File: src/rtl/rmlf_pkg.sv
// Shared types, constants and state encoding for the multi-line RANSAC fitter.
`timescale 1ns / 1ps

package rmlf_pkg;

    // One input point as it arrives on the input channel.
    typedef struct packed {
        logic signed [23:0] point_x;
        logic signed [23:0] point_y;
        logic               last_point;
    } pt_in_t;

    // One detected line, or the closing "no line" record of a run.
    typedef struct packed {
        logic signed [47:0] line_slope;
        logic signed [47:0] line_intercept;
        logic [2:0]         line_number;
        logic               line_found;
        logic [8:0]         remaining_points;
        logic               last_result;
    } line_res_t;

    // Configuration register indexes.
    localparam logic [1:0] REG_THRESHOLD  = 2'd0;
    localparam logic [1:0] REG_ITERATIONS = 2'd1;
    localparam logic [1:0] REG_SEED       = 2'd2;

    // Register reset values.
    localparam logic [15:0] THR_RESET  = 16'd128;
    localparam logic [9:0]  ITER_RESET = 10'd100;
    localparam logic [31:0] SEED_RESET = 32'd1;

    // Galois LFSR feedback taps.
    localparam logic [31:0] LFSR_TAPS = 32'hA300_0000;

    // Datapath unit widths.
    localparam int MUL_W  = 64;
    localparam int DIV_NW = 40;
    localparam int DIV_DW = 24;

    // Saturation limits of a signed 48-bit value.
    localparam logic signed [47:0] S48_MAX = {1'b0, {47{1'b1}}};
    localparam logic signed [47:0] S48_MIN = {1'b1, {47{1'b0}}};

    // Controller states.
    typedef enum logic [4:0] {
        ST_IDLE, ST_SEARCH, ST_ITER,
        ST_IDX1, ST_IDX1_W, ST_IDX2, ST_IDX2_W, ST_SKIP,
        ST_RD1, ST_RD2, ST_RD3,
        ST_SLOPE, ST_SLOPE_W, ST_ICPT, ST_ICPT_W,
        ST_MT, ST_MT_W, ST_RHS, ST_RHS_W,
        ST_SC_RD, ST_SC_LAT, ST_SC_MX, ST_SC_MX_W, ST_SC_SQ, ST_SC_SQ_W, ST_SC_END,
        ST_CMP_RD, ST_CMP_WR, ST_CMP_END, ST_EMIT
    } rmlf_state_t;

    // Magnitude of a signed 24-bit coordinate.
    function automatic logic [23:0] abs24(input logic signed [23:0] v);
        logic [23:0] r;
        r = v[23] ? 24'(-v) : 24'(v);
        return r;
    endfunction

endpackage

File: src/rtl/rmlf_div.sv
// Restoring unsigned divider, one quotient bit a cycle.
`timescale 1ns / 1ps

module rmlf_div
    import rmlf_pkg::*;
(
    input  logic              aclk,
    input  logic              aresetn,
    input  logic              start,
    input  logic [DIV_NW-1:0] dividend,
    input  logic [DIV_DW-1:0] divisor,
    output logic              done,
    output logic [DIV_NW-1:0] quotient,
    output logic [DIV_DW-1:0] remainder
);

    localparam int SW = $clog2(DIV_NW + 1);

    logic [DIV_DW-1:0] rem_reg;
    logic [DIV_NW-1:0] quo_reg;
    logic [DIV_DW-1:0] d_reg;
    logic [SW-1:0]     cnt_reg;
    logic              busy_reg;
    logic              done_reg;
    logic [DIV_DW:0]   shifted;
    logic              ge;
    logic [DIV_DW:0]   rem_calc;

    // One trial subtraction per cycle.
    always_comb begin
        shifted  = {rem_reg, quo_reg[DIV_NW-1]};
        ge       = shifted >= {1'b0, d_reg};
        rem_calc = ge ? (shifted - {1'b0, d_reg}) : shifted;
    end

    always_ff @(posedge aclk) begin
        if (!aresetn) begin
            busy_reg <= 1'b0;
            done_reg <= 1'b0;
            cnt_reg  <= '0;
        end else begin
            done_reg <= 1'b0;
            if (start) begin
                busy_reg <= 1'b1;
                cnt_reg  <= SW'(DIV_NW);
            end else if (busy_reg) begin
                cnt_reg <= cnt_reg - 1'b1;
                if (cnt_reg == SW'(1)) begin
                    busy_reg <= 1'b0;
                    done_reg <= 1'b1;
                end
            end
        end
    end

    always_ff @(posedge aclk) begin
        if (start) begin
            rem_reg <= '0;
            quo_reg <= dividend;
            d_reg   <= divisor;
        end else if (busy_reg) begin
            rem_reg <= rem_calc[DIV_DW-1:0];
            quo_reg <= {quo_reg[DIV_NW-2:0], ge};
        end
    end

    assign done      = done_reg;
    assign quotient  = quo_reg;
    assign remainder = rem_reg;

endmodule

File: config.mk
export PLATFORM = sky130hd
export DESIGN_NAME = rmlf_div
export DESIGN_NICKNAME = d
export VERILOG_FILES = /design/src/rtl/rmlf_pkg.sv /design/src/rtl/rmlf_div.sv
export SDC_FILE = /design/constraint.sdc
export NUM_CORES = 1
export LEC_CHECK = 0
export BUFFER_PORTS_ARGS = -buffer_cell sky130_fd_sc_hd__buf_2
export CAP_MARGIN = 20
export CORE_ASPECT_RATIO = 1.4
export CORE_UTILIZATION = 45
export DETAILED_ROUTE_END_ITERATION = 12
export GPL_ROUTABILITY_DRIVEN = 0
export PLACE_DENSITY = 0.73
export SLEW_MARGIN = 10
export SYNTH_ARGS = -nofsm -noshare
export SYNTH_HDL_FRONTEND = slang
export SYNTH_SLANG_ARGS = --single-unit
File: constraint.sdc
create_clock -name aclk -period 3.41 [get_ports aclk]
set_input_delay 0.1705 -clock aclk [delete_from_list [all_inputs] [get_ports aclk]]
set_output_delay 0.1705 -clock aclk [all_outputs]
set_load 0.05 [all_outputs]
### Word level (Yosys, flattened, before mapping)

Cells that the tools add are included.

* output and inout port bits: 65
* register bits after elaboration: 96
* latch bits: 0
* input bits: 67
* bits in writable memories: 0
* word-level logic and storage cells: 25
* memories: 0
* memory bits (read-only): 0

* reductions and logical operators: 3
* divide/modulo/power cells: 0
* mux-type cells: 9
* multipliers: 0
* $add $sub $neg: 2
* magnitude comparators: 1
* equality and inequality tests: 1
* bitwise operators: 2
* shift operators: 0

Operator list (number)
* 40-bit 2-to-1 mux: 2
* 25-bit by 24-bit >= comparator with 1-bit output: 1
* 24-bit 2-to-1 mux: 1
* 24-bit subtractor: 1
* 6-bit 2-to-1 mux: 2
* 6-bit by 1-bit == test with 1-bit output (second input constant): 1
* 6-bit by 1-bit subtractor with 6-bit output (second input constant): 1
* 1-bit 2-to-1 mux: 4
* 3-bit OR reduction: 1
* 1-bit NOT: 2
* 2-bit nonzero test: 1
* 2-bit OR reduction: 1

### Longest topological paths before layout

* depth after elaboration: 4
* depth in mapped cells: 13
* depth with buffers taken out: 11

### Least setup slack after synthesis

Ideal clock, no wire load.

* kind: register to register
* start point: register rem_reg[5], in the netlist remainder[5]
* end point: register quo_reg[0], in the netlist quotient[0] (data pin)
* stages on the path, launching flop included: 11
* arrival time: 2880 ps
* clock period less this slack: 3140 ps
* required time: 3150 ps
* setup slack: 270 ps
* library setup time: 260 ps
* path buffers: 2
* cells stage by stage: dfxtp_1 > ha_1 > a211o_1 > a21oi_4 > nand4_4 > a31oi_4 > a311oi_4 > a211o_1 > buf_6 > buf_6 > mux2_2

* longest elaborated chain between the ends: 3

Ends and longest elaborated chain
* start: declaration: RTL line rmlf_div.sv:19 `logic [DIV_DW-1:0] rem_reg;`
* start signal: assignment: RTL line rmlf_div.sv:62 `rem_reg <= rem_calc[DIV_DW-1:0];`
* 25-bit by 24-bit >= comparator with 1-bit output: RTL line rmlf_div.sv:32 `ge = shifted >= {1'b0, d_reg};`
* 40-bit 2-to-1 mux: RTL line rmlf_div.sv:61 `end else if (busy_reg) begin`
* 40-bit 2-to-1 mux: RTL line rmlf_div.sv:57 `if (start) begin`
* end signal: assignment: RTL line rmlf_div.sv:59 `quo_reg <= dividend;`
* end signal: assignment: RTL line rmlf_div.sv:63 `quo_reg <= {quo_reg[DIV_NW-2:0], ge};`
* end: declaration: RTL line rmlf_div.sv:20 `logic [DIV_NW-1:0] quo_reg;`

No other way between the ends. The select of a mux whose other input is x is not followed.
A chain may end at the register's enable or synchronous reset.

### Worst setup path in the final report

* start point: register d_reg[1]
* end point: register quo_reg[0], in the netlist quotient[0] (data pin)

* longest elaborated chain between the ends: 3

Ends and longest elaborated chain
* start: declaration: RTL line rmlf_div.sv:21 `logic [DIV_DW-1:0] d_reg;`
* start signal: assignment: RTL line rmlf_div.sv:60 `d_reg <= divisor;`
* 25-bit by 24-bit >= comparator with 1-bit output: RTL line rmlf_div.sv:32
* 40-bit 2-to-1 mux: RTL line rmlf_div.sv:61
* 40-bit 2-to-1 mux: RTL line rmlf_div.sv:57

No other way between the ends. The select of a mux whose other input is x is not followed.

==> impl_results.md <==
* Synth top cells by count: edfxtp_1 (64), nor2_1 (43), mux2_2 (40), inv_1 (35), dfxtp_1 (32)
* Max FFs per register at 40
* Synth Area in Simple Gates at between 10% and 20%
* Share of cells above drive strength 1 at about a third
* Tcrit/Tclk final at between 80% and 90%
* Die W at between 90 and 100 um
* Synthesized flop and latch total at 96
* Asr flop ratio synth at 0%
* # DRC at 0
* Top cell type's share of synthesized area at 36.27%
* Mux contribution to synthesized area at between 10% and 20%
* H-tree depth at 3
* Via/cell ratio at 5.501
* Least-Margin Pin Slew at around 660 ps
* Hold/Removal Path Class: in -> reg
* CTS Sinks at 96
* CP startpoint: d_reg[1]
* Most common cell in the netlist: edfxtp_1
* Critical path required time at roughly 3500 ps
* Sum Neg Setup Slack at 0 ps
* Worst r2r src: d_reg[1]
* Grt ovf at 0
* Largest fanout on the critical path at 12
* Register Area at 2562 sq um
* Maxcap violations at 0
* Synth top area cells: edfxtp_1 (36%), dfxtp_1 (12%), mux2_2 (8.5%), ha_1 (6.1%), mux2i_1 (3.2%)
* Hold path start: divisor[20]
* Post-CTS setup buffer count at 0
* Largest net degree at the start of global routing at between 50 and 60
* Final core utilization at 57.95%
* Initial antenna violation count at 0
* WS Path Type: reg -> reg
* Initial core utilization at around 46%
* Synthesized area at 5299 sq um
* Starting DRT DRC Count at 154
* Distinct cells, synth at 60
* Synth-to-layout area growth at 24.63%
* Final setup viols at 0
* Fin crit period at a little under 3000 ps
* Slew Limit Fails at 0
* Synth Area in XOR/XNOR at 3.471%
* Routed Antenna Nets at 0
* Routed wire per std cell at ~16 um
* Fin. Hold Viols at 0
* Hpwl dp at a little over 9 mm
* Clk_skew at 4.805 ps
* Startpoint types: flip-flop
* Routed vias at roughly 4.3k
* Area leader, netlist: edfxtp_1
* Achievable frequency at 341.3 MHz
* DRT Wirelength at 12.34 mm
* Area of the multi-input gates at around 2500 sq um
* I/O Buffers at between 100 and 150
* Vias in the first global route at about 4.3k
* # nets final at 720
* Design Power at 3.547 mW
* Core Region at ~11000 sq um
* Synth Flop Type: edfxtp_1
* Hold depth at 1
* Synth Area in Compound Gates at ~15%
* Cell area power density at ~540 nW/um^2
* Mapped Cells at 473
* Worst R2R End: quotient[0]
* Top Ports at around 130
* Lkg Pwr at roughly 2.9 nW
* Worst Setup End Kind: flip-flop
* Rel. slew slack at around 56%
* Drt first pass iters at 4
* Die Height at 130.4 um
* Filler Cell Count at about 1.0k
* Worst Hold End: d_reg[20]
* Status: completed
* Worst Reg-to-Reg Cells at 10
* Sequential share of the synthesized area at about 48%
* Clock Latency Late Sink at 350 ps
* R2R Setup Slk at ~480 ps
* Antenna diodes at 0
* CTS tree: done
* Standard-cell rows at 46
* Worst VDD drop at approximately 0.00031 V
* Mean area per synthesized cell at ~11 sq um
* Ys Warns at 0
* Post-Synth Adder-Cell Area at 6.517%
* RSZ-0062 raised after global routing: false
* Syn Nets at approximately 570
* Worst-path clk slew at 70 ps
* Number of enable flip-flop cells after synthesis at 64
* CTS Buffer Depth at 2
* CP Data Arrival Time at a little over 3000 ps
* Clock root buffer: clkbuf_16
* Clock buffer count from CTS at 9
* First-pass GRT wire length at 20.01 mm
* Die area at roughly 12000 sq um
* Total track usage at between 20% and 30%
* Largest family of logic cells by synthesized area: compound AO/OA/AOI/OAI gates
critical path, stage by stage, from the launching register on:
cell and delay, ps:
edfxtp_1 420, inv_1 80, ha_1 230, nor2b_1 150
o2111ai_1 390, nand4_4 180, a31oi_4 250, a311oi_4 160
a211o_1 350, buf_4 210, mux2_2 280
layout by cell type, fill, tap and decap left out, drive strengths merged, types with 5 or more instances in the layout:
| cell type | Yosys | routed |
|---|---|---|
| o21ai | 12 | 12 |
| xnor2 | 16 | 16 |
| nand2 | 21 | 21 |
| mux2 | 40 | 40 |
| and3 | 5 | 5 |
| a31oi | 5 | 5 |
| a211oi | 23 | 23 |
| nand4 | 6 | 6 |
| nor4 | 5 | 5 |
| clkinv | 1 | 5 |
| buf | 6 | 137 |
| a21o | 9 | 9 |
| nand3 | 6 | 6 |
| clkbuf | 12 | 9 |
| nor2b | 5 | 5 |
| nor2 | 43 | 43 |
| inv | 35 | 36 |
| ha | 26 | 26 |
| xor2 | 5 | 5 |
| dlygate4sd3 | 0 | 23 |
| edfxtp | 64 | 64 |
| a21oi | 24 | 24 |
| o31ai | 5 | 5 |
| mux2i | 17 | 17 |
| dfxtp | 32 | 32 |
| nor3 | 8 | 8 |
through the flow:
step                      hold slack, ps  setup WS, ps  instance area, sq um  cells
after global placement             347.8         588.5                  6080    736
after floorplan                    269.4         269.9                  5299    473
after CTS                         0.4461         468.1                  6604    775
after detailed placement           348.7         525.1                  6080    736
final                              10.78         480.1                  6604    775
after global routing              0.1792         322.9                  6604    775
layer usage:
layer	GRT usage, %	wire length, um
met1	24.73	4929
met2	37.74	6347
met3	4.167	752
met4	9.412	313
met5	0	0
how the worst max path moves through the flow:
stage,endpoint,depth (start not counted)
3_5_place_dp,quotient[0],10
3_3_place_gp,quotient[0],10
2_1_floorplan,quotient[0],10
5_1_grt,remainder[16],11
4_1_cts,quotient[0],10
6_report,quotient[0],10
report_power, final:
| part | internal [mW] | switching [mW] | total (mW) |
|---|---|---|---|
| registers | 1.37 | 0.0719 | 1.44 |
| logic | 0.398 | 0.718 | 1.12 |
| clock network | 0.510 | 0.481 | 0.990 |
logic make-up after synthesis:
| kind of cell | after synthesis |
|---|---|
| adders and majority gates | 27 |
| xor gates and xnor gates | 21 |
| DFF | 96 |
| muxes | 57 |
| buffers and inverters | 54 |
| AOI/OAI and AO/OA | 107 |
| and+or+nand+nor | 111 |
final cells by class:
type	count	area share [%]
clock buffer	9	3.410
tap	144	2.728
multi-input combinational	323	37.84
timing repair buffer	160	14.13
sequential	96	38.80
clock inverter	7	1.042
inverter	36	2.046
what timing repair did:
action	CTS	global route
hold endpoints to repair	23	0
resized for setup	0	0
hold buffers	23	0
Power figures use the tool's default switching activity.
