`config.mk`:
```
export PLATFORM = sky130hd
export DESIGN_NAME = rmlf_mul
export DESIGN_NICKNAME = d
export VERILOG_FILES = /design/src/rtl/rmlf_pkg.sv /design/src/rtl/rmlf_mul.sv
export SDC_FILE = /design/constraint.sdc
export NUM_CORES = 2
export LEC_CHECK = 0
export BUFFER_PORTS_ARGS = -buffer_cell sky130_fd_sc_hd__buf_2
export CAP_MARGIN = 25
export CORE_AREA = 2 2 393 395
export DETAILED_ROUTE_END_ITERATION = 7
export DIE_AREA = 0 0 395 397
export PLACE_DENSITY = 0.51
export SLEW_MARGIN = 20
export SYNTH_ARGS = -nofsm -noshare
export SYNTH_HDL_FRONTEND = slang
export SYNTH_SLANG_ARGS = --single-unit
```
`constraint.sdc`:
```
create_clock -name aclk -period 26.8 [get_ports aclk]
set_input_delay 1.34 -clock aclk [delete_from_list [all_inputs] [get_ports aclk]]
set_output_delay 1.34 -clock aclk [all_outputs]
set_load 0.02 [all_outputs]
```
`src/rtl/rmlf_pkg.sv`:
```
// Shared types, constants and state encoding for the multi-line RANSAC fitter.
`timescale 1ns / 1ps

package rmlf_pkg;

    // One input point as it arrives on the input channel.
    typedef struct packed {
        logic signed [23:0] point_x;
        logic signed [23:0] point_y;
        logic               last_point;
    } pt_in_t;

    // One detected line, or the closing "no line" record of a run.
    typedef struct packed {
        logic signed [47:0] line_slope;
        logic signed [47:0] line_intercept;
        logic [2:0]         line_number;
        logic               line_found;
        logic [8:0]         remaining_points;
        logic               last_result;
    } line_res_t;

    // Configuration register indexes.
    localparam logic [1:0] REG_THRESHOLD  = 2'd0;
    localparam logic [1:0] REG_ITERATIONS = 2'd1;
    localparam logic [1:0] REG_SEED       = 2'd2;

    // Register reset values.
    localparam logic [15:0] THR_RESET  = 16'd128;
    localparam logic [9:0]  ITER_RESET = 10'd100;
    localparam logic [31:0] SEED_RESET = 32'd1;

    // Galois LFSR feedback taps.
    localparam logic [31:0] LFSR_TAPS = 32'hA300_0000;

    // Datapath unit widths.
    localparam int MUL_W  = 64;
    localparam int DIV_NW = 40;
    localparam int DIV_DW = 24;

    // Saturation limits of a signed 48-bit value.
    localparam logic signed [47:0] S48_MAX = {1'b0, {47{1'b1}}};
    localparam logic signed [47:0] S48_MIN = {1'b1, {47{1'b0}}};

    // Controller states.
    typedef enum logic [4:0] {
        ST_IDLE, ST_SEARCH, ST_ITER,
        ST_IDX1, ST_IDX1_W, ST_IDX2, ST_IDX2_W, ST_SKIP,
        ST_RD1, ST_RD2, ST_RD3,
        ST_SLOPE, ST_SLOPE_W, ST_ICPT, ST_ICPT_W,
        ST_MT, ST_MT_W, ST_RHS, ST_RHS_W,
        ST_SC_RD, ST_SC_LAT, ST_SC_MX, ST_SC_MX_W, ST_SC_SQ, ST_SC_SQ_W, ST_SC_END,
        ST_CMP_RD, ST_CMP_WR, ST_CMP_END, ST_EMIT
    } rmlf_state_t;

    // Magnitude of a signed 24-bit coordinate.
    function automatic logic [23:0] abs24(input logic signed [23:0] v);
        logic [23:0] r;
        r = v[23] ? 24'(-v) : 24'(v);
        return r;
    endfunction

endpackage

```
`src/rtl/rmlf_mul.sv`:
```
// Sequential 64x64 unsigned multiplier built on one 32x32 partial product a cycle.
`timescale 1ns / 1ps

module rmlf_mul
    import rmlf_pkg::*;
(
    input  logic                 aclk,
    input  logic                 aresetn,
    input  logic                 start,
    input  logic [MUL_W-1:0]     a,
    input  logic [MUL_W-1:0]     b,
    output logic                 done,
    output logic [2*MUL_W-1:0]   prod
);

    localparam int HW = MUL_W / 2;

    logic [MUL_W-1:0]   a_reg;
    logic [MUL_W-1:0]   b_reg;
    logic [MUL_W-1:0]   pp_reg;
    logic [2*MUL_W-1:0] acc_reg;
    logic [2:0]         step_reg;
    logic [1:0]         prev;
    logic               busy_reg;
    logic               done_reg;
    logic [HW-1:0]      a_half;
    logic [HW-1:0]      b_half;
    logic [2*MUL_W-1:0] pp_shift;

    // Partial product order: a0*b0, a0*b1, a1*b0, a1*b1.
    always_comb begin
        a_half = step_reg[1] ? a_reg[MUL_W-1:HW] : a_reg[HW-1:0];
        b_half = step_reg[0] ? b_reg[MUL_W-1:HW] : b_reg[HW-1:0];
        prev   = 2'(step_reg - 3'd1);
        case (prev)
            2'd0:    pp_shift = {{MUL_W{1'b0}}, pp_reg};
            2'd3:    pp_shift = {pp_reg, {MUL_W{1'b0}}};
            default: pp_shift = {{HW{1'b0}}, pp_reg, {HW{1'b0}}};
        endcase
    end

    // Product of one step is registered, then added in the next step.
    always_ff @(posedge aclk) begin
        if (!aresetn) begin
            busy_reg <= 1'b0;
            done_reg <= 1'b0;
            step_reg <= 3'd0;
        end else begin
            done_reg <= 1'b0;
            if (start) begin
                busy_reg <= 1'b1;
                step_reg <= 3'd0;
            end else if (busy_reg) begin
                step_reg <= step_reg + 3'd1;
                if (step_reg == 3'd4) begin
                    busy_reg <= 1'b0;
                    done_reg <= 1'b1;
                end
            end
        end
    end

    always_ff @(posedge aclk) begin
        if (start) begin
            a_reg   <= a;
            b_reg   <= b;
            acc_reg <= '0;
        end else if (busy_reg) begin
            if (step_reg != 3'd4) begin
                pp_reg <= a_half * b_half;
            end
            if (step_reg != 3'd0) begin
                acc_reg <= acc_reg + pp_shift;
            end
        end
    end

    assign done = done_reg;
    assign prod = acc_reg;

endmodule

```
=== Word-level counts from Yosys, hierarchy flattened ===
Cells that the tools add are included.
Widths: inputs -> output; s select.

* Register bits: 325
* Input port bits: 131
* Output and inout bits: 129

* $add $sub $neg: 3
* $mul: 1
* Equality and inequality tests: 3
* Multiplexer cells: 7
* Bitwise gates (word level): 3
* Reduce and logical (&&, ||, !) cells: 6

{| class="wikitable"
|+ Operators by type and width
! cell !! count
|-
| $pmux 128 s2 || 1
|-
| $add 128x128->128 || 1
|-
| $mul 32x32->64 || 1
|-
| $mux 32 || 2
|-
| $mux 1 || 4
|-
| $add 3x1->3 const B || 1
|-
| $eq 3x3->1 const B || 1
|-
| $ne 3x3->1 const B || 1
|-
| $not 1->1 || 3
|-
| $reduce_and 3->1 || 1
|-
| $reduce_bool 3->1 || 1
|-
| $reduce_or 3->1 || 1
|-
| $eq 2x2->1 const B || 1
|-
| $logic_not 2->1 || 1
|-
| $reduce_and 2->1 || 1
|-
| $reduce_or 2->1 || 1
|-
| $sub 2x1->2 const B || 1
|}

=== Logic depth before layout (Yosys ltp) ===
* Depth in word-level cells: 4
* Depth in mapped cells: 36
* Mapped depth without buffers: 31

=== Least setup slack after synthesis ===
Ideal clock, no wire load.

* Path type: register to register
* Start point: reg step_reg[1]
* End point: reg pp_reg[61], data pin
* Library setup time: 0.281 ns
* Data arrival time: 8.518 ns
* Required time: 26.519 ns
* Slack: 18.001 ns
* Stages on the path, launching flop included: 32
* Buffers on the path: 5
* Period minus slack after synthesis: 8.799 ns
* Cells stage by stage: dfxtp_1 > clkbuf_1 > clkbuf_1 > buf_1 > mux2i_1 > clkbuf_1 > nor2_1 > fa_1 > fa_1 > fa_1 > inv_1 > fa_1 > inv_1 > fa_1 > fa_1 > fa_1 > inv_1 > fa_1 > inv_1 > ha_1 > clkbuf_1 > a21o_1 > a21o_1 > a21oi_1 > o21ai_0 > a211oi_1 > o21a_1 > a21oi_1 > o211ai_1 > o21ai_0 > a41oi_1 > o311ai_0

* Word-level cells in the longest chain between the ends: 2

{| class="wikitable"
|+ RTL lines
! element !! RTL line !! text
|-
| from (decl) || rmlf_mul.sv:22 || <nowiki>logic [2:0] step_reg;</nowiki>
|-
| from (signal assigned) || rmlf_mul.sv:54 || <nowiki>step_reg <= step_reg + 3'd1;</nowiki>
|-
| $mux 32 || rmlf_mul.sv:32 || <nowiki>a_half = step_reg[1] ? a_reg[MUL_W-1:HW] : a_reg[HW-1:0];</nowiki>
|-
| $mul 32x32->64 || rmlf_mul.sv:70 || <nowiki>pp_reg <= a_half * b_half;</nowiki>
|-
| to (signal assigned) || rmlf_mul.sv:70 ||
|-
| to (decl) || rmlf_mul.sv:20 || <nowiki>logic [MUL_W-1:0] pp_reg;</nowiki>
|}

Every way passes these cells.
A chain may end at the register's enable or synchronous reset.

=== Final worst setup path ===
* Start point: reg step_reg[0]
* End point: reg pp_reg[61], data pin

* Word-level cells in the longest chain between the ends: 2

{| class="wikitable"
|+ RTL lines
! element !! RTL line !! text
|-
| $mux 32 || rmlf_mul.sv:33 || <nowiki>b_half = step_reg[0] ? b_reg[MUL_W-1:HW] : b_reg[HW-1:0];</nowiki>
|-
| $mul 32x32->64 || rmlf_mul.sv:70 ||
|}

Every way passes these cells.

==> results.md <==
- Run status: finished, final reports clean
- # placed instances: 8157
- Crit end category: flop
- Unrepaired setup endpoints after global routing: false
- Vias in the first global route: 45100
- Setup TNS: 0 ns
- Number of synthesized register bits: 325
- Final Hold Vio Count: 0
- Normalized max-slew margin: 0.284
- Crit-path slowest cell: mux2i_4
- Remaining number of nets flagged by the antenna check after routing: 0
- Number of vias per cell after detailed routing: 5.34
- # H-tree levels: 2
- Buffer count from post-CTS setup fixing: 0
- Width of the die: roughly 400 um
- Resize count post-CTS: 0
- Clock Skews: 0.0511 ns
- Insertion delay of the later-clocked pin in the worst-skew pair: about 0.65 ns
- Clock-pin transition on the worst setup and hold timing paths: 0.06 ns
- Initial core utilization: 0.347
- Average wire per standard cell: 25.2 um
- I/O pin count: between 200 and 300
- Setup slack of the most critical reg-to-reg path: 16.67 ns
- Startpoint of the worst-slack reg-to-reg timing path: step_reg[0]
- Highest fanout seen on the critical path: between 50 and 60
- Initial antenna violation count: 4
- Area added between synthesis and finish: 9.60%
- Library cell used as clock root buffer: clkbuf_16
- Antenna diode count: 0
- Last weighted congestion value of the routability-driven placer: 0.939
- FP Rows: 144
- Most used flip-flop cell after synthesis: edfxtp_1
- Overflow left after global routing: 0
- Total nets after synthesis: 7503
- HPWL after detailed placement: 163000 um
- Ratio of cells with drive above 1 in the final layout: 0.0910
- Global-route wire length before repair: 305000 um
- Setup crit start kind: flop
- Worst Path Class, Setup: flop to flop
- Start point of the worst min-delay path: prod[8]
- Worst slack on hold paths: 0.471 ns
- Wire length reported by the detailed router: 208000 um
- Slew at the pin with the worst max-slew slack: 1.05 ns
- Input/output buffers: 259
- Number of CTS-inserted buffers: 41
- Synthesized cell area: 53100 um^2
- Fin crit period: 10.13 ns
- Critical path required time: around 27 ns
- Vias after detailed routing: 43900
- Slew Limit Fails: 0
- Max reg flops: 128
- Worst reg2reg path depth: 24
- Per-instance average area after synthesis: between 8 and 9 um^2
- Residual DRC count: 0
- First-pass DRT Iterations: 6
- Clock sink count: 325
- Most frequent CP cell: fa_1
- Post-route clock period utilization: 0.378
- Capture point of the worst path: pp_reg[61]
- Crit path arrival time: 10.57 ns
- Start point of the critical path: step_reg[0]
- Instance count of the mapped netlist: 6082
- Number of flops mapped to enable cells by yosys: 192
- GRT Util Overall: 0.263
- Number of nets in the finished design: 7578
- Largest net degree at the start of global routing: 79
- Area of the core: around 150000 um^2
- Proportion of synthesized flip-flops having asynchronous set or reset: 0
- YS warnings: 0
- Clock Tree Buf Depth: 3
- Endpoint of the most critical register-to-register path: pp_reg[61]
- Layout Cells excl Fill: 8233
- Area enclosed by the die boundary: 157000 um^2
- Sequence of cells on the critical path: buf_4, mux2i_4, nor2_1, fa_1, fa_1, inv_1, fa_1, fa_1, inv_1, fa_1, fa_1, fa_1, fa_1, ha_1, nand2_1, o21ai_0, nor2b_1, nor3_1, a41oi_1, a21oi_1, o211ai_1, o21ai_0, a41oi_1, o311ai_0
- Total of max-cap violations: 0
- Hold Path Class: flop to flop
- Synth unique cells: 83
- Floorplan die height: 397 um
- Part of the Yosys area used for sequential elements: 0.159
- Violation count after the first detailed-routing iteration: 3518
- Clock tree from TritonCTS: built
- Maximum cell stage delay along the critical path: approximately 0.99 ns
- Count of endpoints failing setup in the final report: 0
- Max Clk Rate: 0.0987 GHz
- Quantity of hold-fixing buffers added after cts: 0
routing by layer:
layer | vias to the layer above | wire length (um) | GRT usage
met5 | - | 34 | 0
met1 | 22100 | 88700 | 0.358
met3 | 342 | 20200 | 0.0662
met4 | 4 | 9370 | 0.103
li1 | 19600 | - | -
met2 | 1973 | 89600 | 0.403
through the flow:
step            util  setup slack, ns  cell area, um^2
2_1_floorplan      -            18.00            53100
3_3_place_gp   0.371            16.92            56700
3_5_place_dp   0.371            16.69            56700
4_1_cts        0.380            16.71            58200
5_1_grt        0.381            16.03            58200
6_report       0.381            16.67            58200
worst max-delay path: cells and delay by family (launching register included):
| family | cells | cell delay [ns] |
|---|---|---|
| AOI/OAI and AO/OA | 7 | 2.15 |
| and+or+nand+nor | 4 | 0.79 |
| adders and majority gates | 9 | 4.47 |
| muxes | 1 | 0.99 |
| DFF | 1 | 0.52 |
| buffers and inverters | 3 | 0.87 |
placed cells by master (no fill, tap or decap), drive strengths merged, types with 35 or more instances in the layout:
cell type | netlist | final
a21oi | 351 | 351
and2 | 72 | 72
nor2 | 715 | 715
buf | 31 | 351
xnor2 | 105 | 105
nand4 | 89 | 89
dfxtp | 133 | 133
mux2i | 69 | 69
o21bai | 56 | 56
mux2 | 67 | 67
edfxtp | 192 | 192
clkbuf | 290 | 50
a22o | 35 | 35
a21o | 131 | 131
inv | 943 | 944
xor2 | 66 | 66
o21ai | 212 | 212
nand2 | 862 | 862
nor3 | 47 | 47
ha | 393 | 393
nand3 | 41 | 41
fa | 897 | 897
cell families (layout without fill, tap and decap cells):
family,after synthesis,in the layout,synth area share
adder cells (fa/ha/maj),1290,1290,0.431
AO/OA/AOI/OAI,961,961,0.113
buffers and inverters,1265,1372,0.0897
multiplexers,136,136,0.0272
flip-flops,325,325,0.159
AND/OR/NAND/NOR,1934,1934,0.153
XOR/XNOR,171,171,0.0282
synthesized netlist by cell type, drive strengths merged (18+ instances only):
library cell | instances | share of area
a211oi | 21 | 0.0033
a21o | 131 | 0.019
a21oi | 351 | 0.033
a22o | 35 | 0.0058
a31oi | 21 | 0.0025
and2 | 72 | 0.0085
buf | 31 | 0.0025
clkbuf | 290 | 0.020
dfxtp | 133 | 0.050
edfxtp | 192 | 0.11
fa | 897 | 0.34
ha | 393 | 0.093
inv | 943 | 0.067
mux2 | 67 | 0.014
mux2i | 69 | 0.013
nand2 | 862 | 0.061
nand2b | 18 | 0.0021
nand3 | 41 | 0.0039
nand4 | 89 | 0.010
nor2 | 715 | 0.051
nor3 | 47 | 0.0045
o21a | 32 | 0.0045
o21ai | 212 | 0.020
o21bai | 56 | 0.0079
xnor2 | 105 | 0.017
xor2 | 66 | 0.011
worst min-delay path by stage:
stage	endpoint	slack [ns]	cells after the start
final	prod[8]	0.47	2
after global routing	prod[37]	0.49	2
after CTS	prod[8]	0.47	2
after global placement	prod[8]	0.46	2
after floorplan	done	0.46	2
after detailed placement	prod[8]	0.46	2
final cells by class:
class	instances	area, um^2
clock buffer	48	1080
clock inverter	27	387
fill	15700	94700
inverter	944	3540
multi-input combinational	4492	40200
sequential	325	8440
tap	2044	2560
timing repair buffer	353	2030
Power is left out: the tool's default activity adds up to more than one toggle a clock period on the data nets, which glitch-free logic cannot reach.
